### src/hw/rtl/dcms_pkg.sv
package dcms_pkg;

  localparam int DEPTH_W     = 16;
  localparam int ROW_W       = 10;
  localparam int COL_W       = 10;
  localparam int WIDTH_W     = 11;
  localparam int DSL_W       = 2;
  localparam int CFG_INDEX_W = 3;
  localparam int CFG_DATA_W  = 16;

  localparam int OQ_DEPTH = 8;
  localparam int OQ_PTR_W = $clog2(OQ_DEPTH);
  localparam int OQ_CNT_W = $clog2(OQ_DEPTH + 1);

  typedef logic [DEPTH_W-1:0]  depth_t;
  typedef logic [ROW_W-1:0]    row_t;
  typedef logic [COL_W-1:0]    col_t;
  typedef logic [WIDTH_W-1:0]  width_t;
  typedef logic [DSL_W-1:0]    dsl_t;
  typedef logic [OQ_PTR_W-1:0] oq_ptr_t;
  typedef logic [OQ_CNT_W-1:0] oq_cnt_t;
  typedef logic [OQ_CNT_W:0]   occ_t;

  typedef enum logic [CFG_INDEX_W-1:0] {
    REG_MIN_DEPTH  = 3'd0,
    REG_MAX_DEPTH  = 3'd1,
    REG_BAND_FIRST = 3'd2,
    REG_BAND_LAST  = 3'd3,
    REG_IMG_WIDTH  = 3'd4,
    REG_DSL        = 3'd5
  } cfg_reg_t;

  localparam depth_t RST_MIN_DEPTH  = 16'd200;
  localparam depth_t RST_MAX_DEPTH  = 16'd5000;
  localparam row_t   RST_BAND_FIRST = 10'd0;
  localparam row_t   RST_BAND_LAST  = 10'd1023;
  localparam width_t RST_IMG_WIDTH  = 11'd640;
  localparam dsl_t   RST_DSL        = 2'd1;

  typedef struct packed {
    logic   hit;
    depth_t min;
  } entry_t;

  typedef struct packed {
    col_t   scan_index;
    depth_t range_mm;
    logic   no_return;
  } result_t;

endpackage

### src/hw/rtl/dcms_result_fifo.sv
module dcms_result_fifo (
  input  logic              clk,
  input  logic              rst,
  input  logic              push,
  input  dcms_pkg::result_t push_data,
  output logic              pop_valid,
  input  logic              pop_ready,
  output dcms_pkg::result_t pop_data,
  output dcms_pkg::oq_cnt_t count
);

  dcms_pkg::result_t slot [dcms_pkg::OQ_DEPTH];
  dcms_pkg::oq_ptr_t wr_ptr;
  dcms_pkg::oq_ptr_t rd_ptr;
  logic              pop;

  assign pop_valid = (count != '0);
  assign pop       = pop_valid & pop_ready;
  assign pop_data  = slot[rd_ptr];

  always_ff @(posedge clk) begin
    if (push) begin
      slot[wr_ptr] <= push_data;
    end
  end

  always_ff @(posedge clk) begin
    if (rst) begin
      wr_ptr <= '0;
      rd_ptr <= '0;
      count  <= '0;
    end else begin
      if (push) begin
        wr_ptr <= wr_ptr + dcms_pkg::oq_ptr_t'(1);
      end
      if (pop) begin
        rd_ptr <= rd_ptr + dcms_pkg::oq_ptr_t'(1);
      end
      unique case ({push, pop})
        2'b10:   count <= count + dcms_pkg::oq_cnt_t'(1);
        2'b01:   count <= count - dcms_pkg::oq_cnt_t'(1);
        default: count <= count;
      endcase
    end
  end

endmodule

### config.mk
export PLATFORM = sky130hd
export DESIGN_NAME = dcms_result_fifo
export DESIGN_NICKNAME = d
export VERILOG_FILES = /design/src/hw/rtl/dcms_pkg.sv /design/src/hw/rtl/dcms_result_fifo.sv
export SDC_FILE = /design/constraint.sdc
export NUM_CORES = 1
export LEC_CHECK = 0
export ABC_AREA = 0
export BUFFER_PORTS_ARGS = -buffer_cell sky130_fd_sc_hd__buf_2
export CORE_MARGIN = 2
export CORE_UTILIZATION = 55
export DETAILED_ROUTE_END_ITERATION = 10
export PLACE_DENSITY = 0.74
export SYNTH_ARGS = -nofsm -noshare
export SYNTH_HDL_FRONTEND = slang
export SYNTH_SLANG_ARGS = --single-unit
### constraint.sdc
create_clock -name clk -period 6.4 [get_ports clk]
set_input_delay 0.64 -clock clk [delete_from_list [all_inputs] [get_ports clk]]
set_output_delay 0.64 -clock clk [all_outputs]
set_load 0.03 [all_outputs]
==> run_results.csv, run 1 <==
group,metric,value,unit
status,outcome,"complete, no violations",
synthesis,synthAdderAreaFrac,0.6998,%
worst_setup_path,worstPathMaxFanout,54,
power,switching_share,24.93,%
global_routing,antenna_found_initial,0,
drt,num_vias,3960,
global_routing,grt_use_total,17.95,%
synthesis,yosysUniqueCellTypes,25,
synthesis,synth-simple-area-share,1.819,%
sta,finalSetupViolations,0,
clock_network,hold_buffers,0,
clock_network,cts.path.max_buffers,3,
drt,viasPerCell,5.723,
clock_network,cts_buffers,23,
finish,nets,496,
synthesis,synthMuxAreaShare,19.62,%
sta,fin_tns_setup,0,ns
sta,max_slew_margin,28.03,%
synthesis,synth_area,8940,sq um
synthesis,synth_area_leaders,"edfxtp_1 (73%), mux4_1 (16%), mux2_2 (3.5%)",
clock_network,postCtsSetupRepairBufs,0,
floorplanning,die_area,17290,sq um
synthesis,yosys_warnings,0,
finish,area_growth,14.46,%
finish,layout_commonest_cell,"edfxtp_1",
power,p_sw,887.7,uW
synthesis,synth_compound_area_share,0.4759,%
worst_setup_path,cp-end-kind,"primary output",
power,sequentialPowerShare,47.9,%
floorplanning,fp.dieH,131.5,um
finish,stdcell_area,10230,sq um
placement,dpl_cell_area,9504,sq um
clock_network,clock_latency,0.50,ns
drt,drt_first_pass_iters,4,
clock_network,cts.clk_slew.worst_paths,0.06,ns
synthesis,seq_area_frac_synth,75.47,%
drt,drt-total-wl,15.31,mm
finish,diodes,0,
drt,avgRoutedWirePerCell,22.13,um
worst_setup_path,crit_type,"flop to primary output",
worst_hold_path,hold_path_class,"primary input to flop",
placement,io_buffers,62,
global_routing,grt_pass1_wl,23.32,mm
worst_setup_path,worst_setup_path_start_kind,"flop",
floorplanning,initial_core_util,56.28,%
drt,ant_nets,0,
sta,tightestPinTransition,1.077,ns
power,clockPowerShare,35.9,%
synthesis,synth_xor_area_share,0.5878,%
sta,fin_crit,3.296,ns
worst_setup_path,cp_data_arrival_time,2.66,ns
power,p_int,2674,uW
clock_network,tritoncts,"done",
clock_network,cts_resized,0,
clock_network,htreeDepth,1,
synthesis,synth.largest_area_cell,"edfxtp_1",
sta,max_freq,303.4,MHz
finish,fillers,1079,
synthesis,ys_ff_latch,229,
power,powerDensity,348.0,nW/um^2
power,peakVddDrop,0.2332,mV
floorplanning,num_io_pins,63,
power,p_leak,0.003425,uW
synthesis,syn_area_per_cell,23.22,sq um
run,cap_violations,0,
sta,rsz0062_at_grt,"no",
global_routing,grt_pass1_vias,4172,
sta,hold_violations,0,
clock_network,cts-root-buf,"clkbuf_16",
synthesis,synth_top_family_by_area,"multiplexers",
global_routing,grt_max_degree,55,
floorplanning,die_x,131.5,um
placement,gp_congestion,0.7098,
placement,dp_hpwl,8.036,mm
global_routing,grt_overflow,0,
floorplanning,rows,46,
drt,drtIter0Drc,227,
clock_network,cts_sinks,229,
sta,slew_viol_final,0,
sta,holdWs,0.3987,ns
worst_setup_path,cp.required,5.76,ns
synthesis,netlist.area_leader.share,72.55,%
finish,drive_gt1_share,29.20,%
synthesis,syn_inst,385,
floorplanning,core_area,15890,sq um
synthesis,syn_nets,421,
power,pwr-share-comb,16.3,%
drt,drcViolationCount,0,
finish,final_cell_mix,"edfxtp_1 (216), buf_2 (62), mux4_1 (54), mux2_2 (28), clkbuf_16 (23)",
sta,clock-skew-final,0.006714,ns
sta,fin_crit_sh,51.51,%
state kept, by name, summed over array words and instances (netlist names), named ones only:
signal  flops
slot      216
count       4
rd_ptr      3
wr_ptr      3
per-stage QoR:
stage	power [uW]	utilization (%)	std cells	setup slack, ns
after detailed placement	2325	59.83	651	3.594
after global placement	2311	59.83	651	3.621
after CTS	3593	64.41	692	3.061
after global routing	3688	64.41	692	2.993
final	3561	64.41	692	3.104
after floorplan	2189	-	385	3.334
worst paths after layout:
path	from	to	slack, ns	cells past startpoint
worst min register to register	rd_ptr[1]	flop	0.50	2
worst max register to register	count[0]	count[3]	3.85	8
worst max-delay path	flop	pop_data[2]	3.10	4
worst min-delay path	push_data[3]	slot[5][3]	0.40	1
routing by layer:
layer,part of all wire [%],GRT usage (%)
met3,5.0,3.086
met2,51,31.12
met4,1.7,5.435
met1,42,23.51
met5,0,0
kinds of logic (layout without fill, tap and decap cells):
family | after synthesis | count (layout)
flip-flops | 229 | 229
adder cells (fa/ha/maj) | 5 | 5
XOR/XNOR | 6 | 6
buffers and inverters | 19 | 110
multiplexers | 84 | 84
AND/OR/NAND/NOR | 34 | 34
AO/OA/AOI/OAI | 8 | 8
power groups by stage:
stage / clock network (uW) / registers [uW] / logic [uW]
6_report: 1280 / 1700 / 580
2_1_floorplan: 0 / 1750 / 441
4_1_cts: 1300 / 1700 / 590
5_1_grt: 1350 / 1710 / 626
3_5_place_dp: 0 / 1740 / 588
3_3_place_gp: 0 / 1730 / 579
cell type report:
class / count / area (sq um) / area share, %
Tap cell: 216 / 270.3 / 2.641
Clock inverter: 16 / 145.1 / 1.418
Inverter: 2 / 7.507 / 0.07337
Sequential cell: 229 / 6749 / 65.96
Timing Repair Buffer: 67 / 347.8 / 3.399
Clock buffer: 25 / 583.1 / 5.698
Multi-Input combinational cell: 137 / 2130 / 20.81
Yosys cell counts:
library cell and n:
xor2_1 6, mux4_1 54, nor3_1 2, nand2b_1 3
buf_6 6, nor4b_1 1, nand3_1 2, dfxtp_1 13
edfxtp_1 216, or3_1 1, nand2_1 7, mux2_2 28
mux2i_1 2, nor2b_1 2, ha_1 5, nor4bb_1 1
buf_1 6, clkbuf_1 3, a21oi_1 4, o31ai_1 1
inv_1 2, clkbuf_2 2, or4_1 1, o21ai_0 3
nor2_1 14
worst max-delay path, stage by stage, from the launching register on:
cell and delay, ns:
dfxtp_2 0.31, buf_4 0.67, mux4_1 0.65, mux2_2 0.32, buf_2 0.19
(Power assumes the default switching activity.)
==> run 2: changes to the inputs <==
--- a/config.mk
+++ b/config.mk
@@ -8,9 +8,9 @@
 export ABC_AREA = 0
 export BUFFER_PORTS_ARGS = -buffer_cell sky130_fd_sc_hd__buf_2
 export CORE_MARGIN = 2
-export CORE_UTILIZATION = 55
+export CORE_UTILIZATION = 54
 export DETAILED_ROUTE_END_ITERATION = 10
-export PLACE_DENSITY = 0.74
+export PLACE_DENSITY = 0.75
 export SYNTH_ARGS = -nofsm -noshare
 export SYNTH_HDL_FRONTEND = slang
 export SYNTH_SLANG_ARGS = --single-unit
==> constraint.sdc (replaced) <==
create_clock -name clk -period 2.8 [get_ports clk]
set_input_delay 0.28 -clock clk [delete_from_list [all_inputs] [get_ports clk]]
set_output_delay 0.28 -clock clk [all_outputs]
set_load 0.03 [all_outputs]
==> run_results.csv, run 2 (same netlist as run 1, synthesis figures left out) <==
group,metric,value,unit
power,powerDensity,799.1,nW/um^2
sta,max_slew_margin,60.23,%
global_routing,grt_pass1_vias,4341,
power,sequentialPowerShare,47.0,%
sta,fin_crit_sh,95.11,%
floorplanning,core_area,16410,sq um
sta,finalSetupViolations,0,
power,switching_share,24.12,%
global_routing,grt_max_degree,55,
clock_network,hold_buffers,0,
floorplanning,fp.dieH,132.7,um
worst_hold_path,whs_path_depth,1,
drt,wl_met3,824,um
drt,viasPerCell,5.740,
sta,tightestPinTransition,0.5952,ns
worst_setup_path,rr_worst_depth,8,
finish,area_growth,16.11,%
sta,rsz0062_at_grt,"no",
finish,largest_reg_flops,216,
clock_network,cts_buffers,23,
run,cap_violations,0,
global_routing,grt_use_total,17.94,%
worst_setup_path,crit_type,"flop to flop",
worst_setup_path,worst_path_max_delay_cell,"or4_1",
drt,drt_first_pass_iters,4,
clock_network,cts-root-buf,"clkbuf_16",
drt,routed.top_layer,"met4",
sta,fin_crit,2.663,ns
status,outcome,"complete, no violations",
sta,clock-skew-final,0.01290,ns
drt,drt-total-wl,15.29,mm
worst_setup_path,worst_setup_path_start_kind,"flop",
finish,utilization,63.27,%
clock_network,clock_latency,0.49,ns
finish,final_cell_mix,"edfxtp_1 (216), buf_2 (62), mux4_1 (54), mux2_2 (28), clkbuf_16 (23)",
clock_network,cts_sinks,229,
worst_setup_path,path_buf_inv,1,
global_routing,grt_pass1_wl,24.03,mm
worst_setup_path,cp-end-kind,"flop",
finish,top_register,"slot",
sta,setup_ws,0.1368,ns
finish,stdcell_area,10380,sq um
global_routing,antenna_found_initial,1,
placement,io_buffers,62,
drt,num_vias,4035,
power,p_int,6294,uW
floorplanning,die_x,132.7,um
placement,dpl_cell_area,9633,sq um
placement,pre_cts_ws,0.2069,ns
global_routing,grt_overflow,0,
worst_setup_path,cpLargestDelayFamily,"simple AND/OR/NAND/NOR gates",
worst_setup_path,max_stage_delay,0.61,ns
sta,slew_viol_final,0,
drt,drtIter0Drc,347,
drt,avgRoutedWirePerCell,21.75,um
sta,max_freq,375.5,MHz
placement,dp_hpwl,8.843,mm
clock_network,cts.path.max_buffers,3,
floorplanning,rows,47,
worst_hold_path,hold_path_class,"primary input to flop",
finish,nets,505,
sta,fin_tns_setup,0,ns
placement,gp_congestion,0.7354,
drt,dr_wl_met2,7.821,mm
power,p_sw,2000,uW
floorplanning,initial_core_util,54.49,%
power,p_leak,0.003498,uW
power,peakVddDrop,0.4558,mV
worst_setup_path,cp.required,3.18,ns
floorplanning,die_area,17600,sq um
sta,hold_violations,0,
power,clockPowerShare,36.4,%
power,pwr-share-comb,16.5,%
clock_network,cts.clk_slew.worst_paths,0.06,ns
worst_setup_path,worstSetupPathDepth,8,
drt,drcViolationCount,0,
drt,ant_nets,0,
clock_network,postCtsSetupRepairBufs,0,
floorplanning,num_io_pins,63,
worst_setup_path,path_cells,"or4_1, nand2_1, inv_1, ha_1, nor4bb_1, o21ai_0, o31ai_1, mux2_2",
worst_setup_path,cp_data_arrival_time,3.04,ns
clock_network,cts_resized,0,
finish,top_regs,"slot: 216 flops, count: 4 flops",
clock_network,tritoncts,"done",
drt,met1_length,6.376,mm
clock_network,htreeDepth,1,
finish,drive_gt1_share,29.88,%
worst_setup_path,worstPathMaxFanout,7,
finish,layout_commonest_cell,"edfxtp_1",
run 2: final timing paths:
check | from | end | slack [ns]
setup / recovery | count[0] | count[3] | 0.14
hold / removal | push_data[5] | slot[3][5] | 0.06
setup reg to reg | count[0] | count[3] | 0.14
hold reg to reg | rd_ptr[1] | flop | 0.49
run 2: power by group through the flow:
stage	combinational, uW	clock [uW]	sequential (uW)
floorplan	1010	0	3990
global placement	1350	0	3960
detailed placement	1390	0	3970
CTS	1390	3070	3900
global route	1460	3210	3910
finish	1370	3020	3900
run 2: layer usage:
layer	track usage (%)	up-vias
met3	2.605	23
met5	0	-
met4	4.421	0
met2	31.20	102
li1	-	1823
met1	24.33	2087
run 2: layout make-up:
class,count,area (sq um)
inverters,2,7.507
multi-input cells,137,2136
flip-flops and latches,229,6749
repair buffers,76,465.4
clock inverters,12,157.7
diodes,1,2.502
fillers,1069,6027
clock buffers,26,586.8
well taps,220,275.3
run 2: worst register-to-register path, delay by kind of cell, from the launching register on:
| kind | cells | cell delay (ns) |
|---|---|---|
| compound gates | 2 | 0.24 |
| flops | 1 | 0.36 |
| buf+inv | 1 | 0.07 |
| simple gates | 3 | 1.14 |
| mux | 1 | 0.36 |
| fa+ha+maj | 1 | 0.38 |
run 2: stage by stage:
stage               power [uW]  cells  hold slack [ns]
global route              8586    702          0.05415
detailed placement        5359    664           0.4753
floorplan                 5003    385           0.3789
global placement          5310    664           0.4711
CTS                       8366    702          0.03991
finish                    8294    703          0.05556
==> run 3: changes to the inputs <==
--- a/config.mk
+++ b/config.mk
@@ -5,12 +5,14 @@
 export SDC_FILE = /design/constraint.sdc
 export NUM_CORES = 1
 export LEC_CHECK = 0
-export ABC_AREA = 0
+export ABC_AREA = 1
 export BUFFER_PORTS_ARGS = -buffer_cell sky130_fd_sc_hd__buf_2
+export CELL_PAD_IN_SITES_DETAIL_PLACEMENT = 1
+export CELL_PAD_IN_SITES_GLOBAL_PLACEMENT = 1
 export CORE_MARGIN = 2
-export CORE_UTILIZATION = 54
+export CORE_UTILIZATION = 45
 export DETAILED_ROUTE_END_ITERATION = 10
-export PLACE_DENSITY = 0.75
+export PLACE_DENSITY_LB_ADDON = 0.1
 export SYNTH_ARGS = -nofsm -noshare
 export SYNTH_HDL_FRONTEND = slang
 export SYNTH_SLANG_ARGS = --single-unit
==> run_results.csv, run 3 <==
group,metric,value,unit
status,outcome,"complete, no violations",
sta,hold_violations,0,
sta,fin_crit,2.612,ns
drt,avgRoutedWirePerCell,20.11,um
drt,drt_first_pass_iters,4,
synthesis,yosysMostFrequentCell,"edfxtp_1",
worst_setup_path,worst_setup_path_start_kind,"flop",
worst_hold_path,whs_path_depth,1,
power,powerDensity,896.3,nW/um^2
worst_hold_path,hold_path_class,"primary input to flop",
clock_network,cts.clk_slew.worst_paths,0.06,ns
sta,fin_crit_sh,93.27,%
finish,top_register,"slot",
worst_setup_path,crit_type,"flop to primary output",
clock_network,cts-root-buf,"clkbuf_16",
placement,dpl_cell_area,9719,sq um
placement,io_buffers,62,
synthesis,yosys_warnings,0,
power,switching_share,31.11,%
worst_setup_path,r2r_end,"count[2]",
floorplanning,fp.dieH,145.9,um
worst_setup_path,cp.required,2.52,ns
global_routing,grt_pass1_vias,6042,
drt,drt-total-wl,21.09,mm
floorplanning,die_x,145.9,um
synthesis,syn_nets,733,
synthesis,syn_inst,697,
worst_hold_path,min_to,"slot[3][14]",
power,p_leak,0.003721,uW
global_routing,grt_pass1_wl,33.48,mm
placement,gp_congestion,0.7344,
finish,layout_commonest_cell,"edfxtp_1",
finish,stdcell_area,10500,sq um
power,clockPowerShare,33.5,%
sta,slew_viol_final,0,
finish,final_cell_mix,"edfxtp_1 (216), nor2_1 (113), nand2_1 (102), o21ai_0 (87), buf_2 (62)",
global_routing,grt_overflow,0,
sta,max_freq,382.9,MHz
finish,nets,803,
floorplanning,num_io_pins,63,
global_routing,grt_use_total,20.06,%
sta,fin_tns_setup,0,ns
floorplanning,die_area,21300,sq um
clock_network,postCtsSetupRepairBufs,0,
worst_setup_path,reg2reg_from,"count[2]",
sta,tightestPinTransition,0.5866,ns
clock_network,cts_resized,0,
power,p_int,6485,uW
synthesis,netlist_top_cells_count,"edfxtp_1 (216), nor2_1 (121), nand2_1 (102)",
drt,ant_nets,0,
sta,clock-skew-final,0.009166,ns
worst_setup_path,cp_data_arrival_time,2.33,ns
synthesis,syn_area_per_cell,13.01,sq um
synthesis,synth_area_leaders,"edfxtp_1 (72%), nor2_1 (5.0%), o21ai_0 (4.8%)",
clock_network,hold_buffers,0,
synthesis,synth_area,9065,sq um
worst_setup_path,timing.reg2reg.setup_slack,0.72,ns
floorplanning,rows,51,
finish,area_growth,15.85,%
power,pwr-share-comb,23.7,%
clock_network,cts_buffers,24,
clock_network,cts.path.max_buffers,3,
drt,drtIter0Drc,301,
power,sequentialPowerShare,42.9,%
drt,viasPerCell,5.345,
global_routing,grt_max_degree,52,
finish,diodes,0,
placement,dp_hpwl,11.85,mm
finish,seq_area,6751,sq um
synthesis,netlist.area_leader.share,71.55,%
finish,largest_reg_flops,216,
worst_setup_path,cp-end-kind,"primary output",
synthesis,synthFlopType,"edfxtp_1",
finish,multi_input_area,2041,sq um
synthesis,async_reset_ff_share,0,%
power,p_sw,2928,uW
sta,max_slew_margin,60.89,%
synthesis,synth.largest_area_cell,"edfxtp_1",
synthesis,yosysUniqueCellTypes,28,
sta,holdWs,0.03059,ns
sta,setup_ws,0.1884,ns
synthesis,seq_area_frac_synth,74.42,%
worst_setup_path,worstPathMaxFanout,51,
placement,pre_cts_ws,0.7224,ns
worst_hold_path,hp-start,"push_data[14]",
power,peakVddDrop,0.4787,mV
floorplanning,core_area,19590,sq um
run,cap_violations,0,
finish,top_regs,"slot: 216 flops, count: 4 flops",
sta,finalSetupViolations,0,
sta,rsz0062_at_grt,"no",
worst_setup_path,rr_worst_depth,13,
clock_network,tritoncts,"done",
clock_network,htreeDepth,1,
clock_network,cts_sinks,229,
clock_network,clock_latency,0.51,ns
finish,drive_gt1_share,16.20,%
finish,fillers,2013,
power,fin_total_pwr,9413,uW
floorplanning,initial_core_util,46.27,%
global_routing,antenna_found_initial,0,
synthesis,ys_ff_latch,229,
drt,drcViolationCount,0,
synthesis,synth_enable_flop_cells,216,
drt,num_vias,5607,
[run 3: changes by cell type in the layout (fill, tap and decap cells not counted), sizes merged, moves of 13 or more]
| cell | before | now |
|---|---|---|
| mux2i | 2 | 27 |
| mux2 | 28 | 0 |
| inv | 2 | 15 |
| nand2 | 7 | 102 |
| nor2 | 14 | 121 |
| mux4 | 54 | 0 |
| o21ai | 3 | 110 |
| o22ai | 0 | 27 |
[run 3: metrics by stage]
stage,instances,utilization (%)
detailed placement,1006,49.61
floorplan,697,-
finish,1049,53.61
CTS,1049,53.61
global placement,1006,49.61
global route,1049,53.61
[run 3: critical path: stages (launching register included)]
cell,delay (ns)
dfxtp_4,0.72
inv_2,0.11
buf_12,0.22
o21ai_0,0.22
o21ai_0,0.15
nand2_1,0.09
nand2_1,0.09
buf_2,0.19
[run 3: cell type report]
class	count	area share (%)
multi-input cells	414	19.43
well taps	265	3.157
repair buffers	82	5.100
clock buffers	31	6.172
clock inverters	12	1.275
inverters	16	0.5719
flip-flops and latches	229	64.29
[run 3: worst max-delay path by stage]
stage / endpoint / cells past startpoint / slack (ns)
after global routing: pop_data[20] / 8 / 0.04
after global placement: pop_data[16] / 7 / 0.82
after CTS: pop_data[24] / 7 / 0.15
final: pop_data[24] / 7 / 0.19
after floorplan: count[2] / 13 / 0.50
after detailed placement: count[2] / 13 / 0.72
[run 3: metal layers]
metal	global-route usage, %	vias up	part of all wire, %
met5	0	-	0
met4	5.539	0	1.7
met3	3.229	29	4.1
met2	34.17	94	50
met1	26.86	2827	44
li1	-	2657	-
[run 3: cell families after synthesis]
kind of cell	Yosys count	share of synthesized area (%)
fa+ha+maj	5	0.6901
xor+xnor	3	0.2899
compound gates	150	8.737
mux	27	2.981
buf+inv	54	3.285
simple gates	229	9.593
flops	229	74.42
[run 3: power groups by stage]
| stage | sequential (uW) | clock, uW | combinational [uW] |
|---|---|---|---|
| final | 4040 | 3150 | 2230 |
| after global routing | 4060 | 3360 | 2480 |
| after CTS | 4040 | 3220 | 2260 |
| after detailed placement | 4110 | 0 | 2240 |
| after global placement | 4100 | 0 | 2170 |
| after floorplan | 4040 | 0 | 1660 |
